## config.mk

```make
export PLATFORM = sky130hd
export DESIGN_NAME = sasm_ram
export DESIGN_NICKNAME = d
export VERILOG_FILES = /design/src/sasm_ram.sv
export SDC_FILE = /design/constraint.sdc
export NUM_CORES = 2
export LEC_CHECK = 0
export BUFFER_PORTS_ARGS = -buffer_cell sky130_fd_sc_hd__buf_4
export CAP_MARGIN = 20
export CORE_ASPECT_RATIO = 0.6
export CORE_UTILIZATION = 55
export CTS_CLUSTER_DIAMETER = 50
export DETAILED_ROUTE_END_ITERATION = 8
export PLACE_DENSITY_LB_ADDON = 0.08
export SLEW_MARGIN = 5
export SYNTH_ARGS = -nofsm -noshare
export SYNTH_HDL_FRONTEND = slang
export SYNTH_SLANG_ARGS = --single-unit
```

## constraint.sdc

```tcl
create_clock -name clk -period 3.85 [get_ports clk]
set_input_delay 0.385 -clock clk [delete_from_list [all_inputs] [get_ports clk]]
set_output_delay 0.385 -clock clk [all_outputs]
set_load 0.1 [all_outputs]
```

## src/sasm_ram.sv

```systemverilog
// sasm_ram: single-port-write, one-read synchronous RAM holding the sample windows.
// Depends on nothing but its parameters.
`timescale 1ns / 1ps
module sasm_ram #(
  parameter int DEPTH = 96,
  parameter int AW = 7,
  parameter int DW = 32
) (
  input  logic          clk,
  input  logic          we,
  input  logic [AW-1:0] waddr,
  input  logic [DW-1:0] wdata,
  input  logic [AW-1:0] raddr,
  output logic [DW-1:0] rdata
);
  logic [DW-1:0] mem [DEPTH];
  always_ff @(posedge clk) begin
    if (we) mem[waddr] <= wdata;
    rdata <= mem[raddr];
  end
endmodule

```

* Word level (Yosys, flattened, before mapping) *
Memory sizes are Yosys's and may differ from the RTL's. A register that Yosys moved wholly into a read port is not among the register bits.
Index checks and enable logic that the tools add are counted.

operators by class
  muxes and demuxes = 2

operator list
  cell               number
  two-way mux 1 bit  2

storage, ports and cells
  input port bits = 48
  memories = 1
  logic and storage cells = 3
  bits in registers = 0
  RAM bits = 3072

memories
  name  depth  bits a word  read ports  clocked after memory_dff  wr ports  line  source
  mem   96     32           1           1                         1         16    logic [DW-1:0] mem [DEPTH];

* Depth between registers and ports, before layout *
  word-level depth = 2
  mapped depth = 12

* Worst setup path before layout *
Ideal clock, no wire load.

  path type = input port to flip-flop
  start point = in waddr[5]
  end point = mem mem[50][0] (enable)
  required time = 3389 ps
  slack = 270 ps
  buffers on the path = 0
  stages on the path = 3
  arrival time = 3119 ps
  path through = nor2b_1 nand3_1 nor3_1

RTL lines
  what             line  source
  start, declared  11    input logic [AW-1:0] waddr,
  end, declared    16

Straight into the memory's write port.

==> results.cfg <==
[synth]
syn-instance-count = 5279
synthDistinctLibCells = 55
yosys_warnings = 0
dominantRegCellSynth = edfxtp_1
synth.avg_cell_area_um2 = 22.41
syn_nets = 5327
ys_ff_latch = 3104
yosysSeqAreaShare_pct = 78.52
synth_enable_flop_cells = 3072
total_standard_cell_area_after_synthesis_mm2 = 0.1183
async_reset_ff_share_pct = 0

[worst_hold_path]
worst_hold_startpoint = wdata[30]
min_delay_worst_endpoint = mem[51][30]$_DFFE_PP_
worstHoldPathCells = 1
timing.hold.worst.class = in -> reg

[place]
place_ws_ps = -171.8
detailed_place_hpwl_um = 215400
routabilityCongestion = 0.8625
port_buffers = 79

[layout]
area_growth_syn_to_layout_pct = 13.65
nets = 5852
final.fill_count = 14320
sequential_cell_area_mm2 = 0.09289
mostFrequentLayoutCell = edfxtp_1
most-common-layout-cells = edfxtp_1 (3072), mux4_2 (670), buf_4 (438)
final_layout_size_suffix_gt1_share_pct = 28.15
multi_input_area_mm2 = 0.02445
final_core_util_pct = 63.10

[sta]
timing.final.crit_share_pct = 85.99
worst_clock_skew_ps = 25.62
grt_setup_unrepaired = false
final-hold-violation-count = 0
number_of_max_slew_violations_in_the_final_report = 0
max_freq_mhz = 302.1
worst_slew_pin_tran_ps = 1274
worst_slew_margin_pct = 15.07
post-route-min-period_ps = 3311
setup_viol_count_final = 0
layout_setup_ws_ps = 539.5

[die]
dieArea_mm2 = 0.2170
die_y_um = 361.3
floorplan.die.width_um = 600.7
coreArea_mm2 = 0.2131
ioPinCount = 80
floorplan.initialDensity_pct = 55.52
placement_rows = 131

[clock_tree]
clk_latency_ps = 860
cts_num_sinks = 3104
cts.reportedPaths.clkPinSlew_ps = 70
post_cts_sizing_count = 0
clock_tree.root_cell = clkbuf_16
h-tree-depth = 5
cts_made_buffers = 284
tritoncts = done
cts-root-to-sink-buffers = 4

[critical_path]
reg2reg_to = rdata[9]$_DFF_P_
path_delay_family = compound AO/OA/AOI/OAI gates
worst-r2r-cell-count = 6
critical_path_cell_by_cell = buf_4 > buf_12 > and2_1 > nand2_1 > o22ai_1 > a211oi_2 > o221ai_1 > or4_1
start_kind = input port
regToRegStartpoint = mem[87][9]$_DFFE_PP_
timing.critical_path.required_ps = 4590
critPathKind = in -> reg
crit_fanout = 25
critical_path.endpoint_type = flip-flop
critical_path.n_buffers_inverters = 2
reg2reg_slack_ps = 670
timing.critical_path.slowest_stage_cell = a211oi_2
crit_arrival_ps = 4050
cpPeakStageDelay_ps = 630

[routing]
wl_per_cell_um = 40.40
totalWireLength_um = 358900
num_vias = 61430
drt-vias-per-instance = 6.916
antenna_violating_nets_post_route = 0
drt_pass1_iterations = 8
drt_drc_violations_left = 6
detail_route.iter0.violations = 10620

[global_routing]
grt_start_max_net_pins = 97
antenna_violations_before_repair = 33
overflow = 0
first_global_vias = 58340
grt_pass1_wl_um = 489500
gr-usage-all-layers_pct = 33.20

[status]
violations = DRC
run_status = complete, but fails checks

[power]
maximum_resistive_drop_on_vdd_mv = 0.3809
power.leakage_nw = 42.63
power.total_mw = 69.14
power.density_cell_area_mw_per_mm2 = 514.2

[run]
max_cap_viol_count = 0
-- power by group --
| group | switching, mW | internal, mW |
|---|---|---|
| registers | 0.121 | 37.3 |
| clock network | 12.3 | 15.2 |
| logic | 2.90 | 1.36 |
| total | 15.3 | 53.8 |
-- logic make-up (layout without fill, tap and decap cells) --
kind of cell | Yosys count | count (layout) | share of synthesized area [%]
other | 0 | 13 | 0
buffers and inverters | 280 | 1011 | 1.466
flip-flops | 3104 | 3104 | 78.52
AND/OR/NAND/NOR | 437 | 437 | 1.730
multiplexers | 991 | 991 | 15.49
AO/OA/AOI/OAI | 467 | 467 | 2.794
-- state kept, by name, indices dropped and copies added, names as in the netlist --
signal	count
rdata	32
mem	3072
-- how the worst max path moves through the flow --
stage	start	endpoint	slack, ps	depth (start not counted)
5_1_grt	raddr[4]	rdata[9]$_DFF_P_	630	8
3_3_place_gp	raddr[0]	rdata[25]$_DFF_P_	-250	8
2_1_floorplan	waddr[5]	mem[50][0]$_DFFE_PP_	270	3
6_report	raddr[4]	rdata[9]$_DFF_P_	540	8
3_5_place_dp	raddr[4]	rdata[9]$_DFF_P_	-170	8
4_1_cts	raddr[4]	rdata[9]$_DFF_P_	740	8
-- layout make-up --
cell class | count | area share, %
clock inverters | 134 | 0.8431
well taps | 2859 | 2.661
flip-flops and latches | 3104 | 69.09
inverters | 3 | 0.01024
repair buffers | 516 | 3.544
diodes | 13 | 0.02420
clock buffers | 358 | 5.642
multi-input cells | 1895 | 18.19
-- metal layers --
layer | global-route usage (%) | share of wire, % | vias to the layer above
met1 | 51.95 | 41 | 32960
met5 | 0 | 0.033 | -
met2 | 46.38 | 43 | 4387
li1 | - | - | 23540
met3 | 9.200 | 14 | 516
met4 | 8.600 | 2.9 | 16
-- through the flow --
| stage | hold WS, ps | TNS [ps] | cells | instance area, um^2 |
|---|---|---|---|---|
| finish | 42.97 | 0 | 8882 | 134500 |
| global route | 30.74 | 0 | 8870 | 134400 |
| CTS | 10.50 | 0 | 8864 | 134300 |
| detailed placement | 840.2 | -171.8 | 8371 | 125600 |
| global placement | 836.5 | -616.3 | 8365 | 125500 |
| floorplan | 483.9 | 0 | 5279 | 118300 |
-- timing repair --
| action | in CTS | in global routing |
|---|---|---|
| hold buffers | 1 | 1 |
| buffers inserted | 0 | 0 |
| hold endpoints to repair | 1 | 12 |
-- synth_stat cells (32+ instances only) --
| cell type | count | area, um^2 |
|---|---|---|
| a21oi_1 | 60 | 300.3 |
| a221oi_1 | 41 | 359.1 |
| a22oi_1 | 126 | 945.9 |
| buf_2 | 65 | 325.3 |
| buf_4 | 42 | 315.3 |
| buf_6 | 51 | 574.3 |
| clkbuf_1 | 97 | 364.1 |
| dfxtp_1 | 32 | 640.6 |
| edfxtp_1 | 3072 | 92250 |
| mux2i_1 | 300 | 3003 |
| mux4_2 | 670 | 15090 |
| nand2_1 | 97 | 364.1 |
| nand3_1 | 68 | 340.3 |
| nor2_1 | 132 | 495.5 |
| nor2b_1 | 34 | 212.7 |
| nor3_1 | 36 | 180.2 |
| o22ai_1 | 87 | 544.3 |
-- worst reg2reg max path: stages, from the launching register on --
cell,delay (ps)
edfxtp_1,370
mux4_2,480
mux2i_1,160
o22ai_1,360
a211oi_2,630
o221ai_1,460
or4_1,600
(Power assumes the default switching activity.)
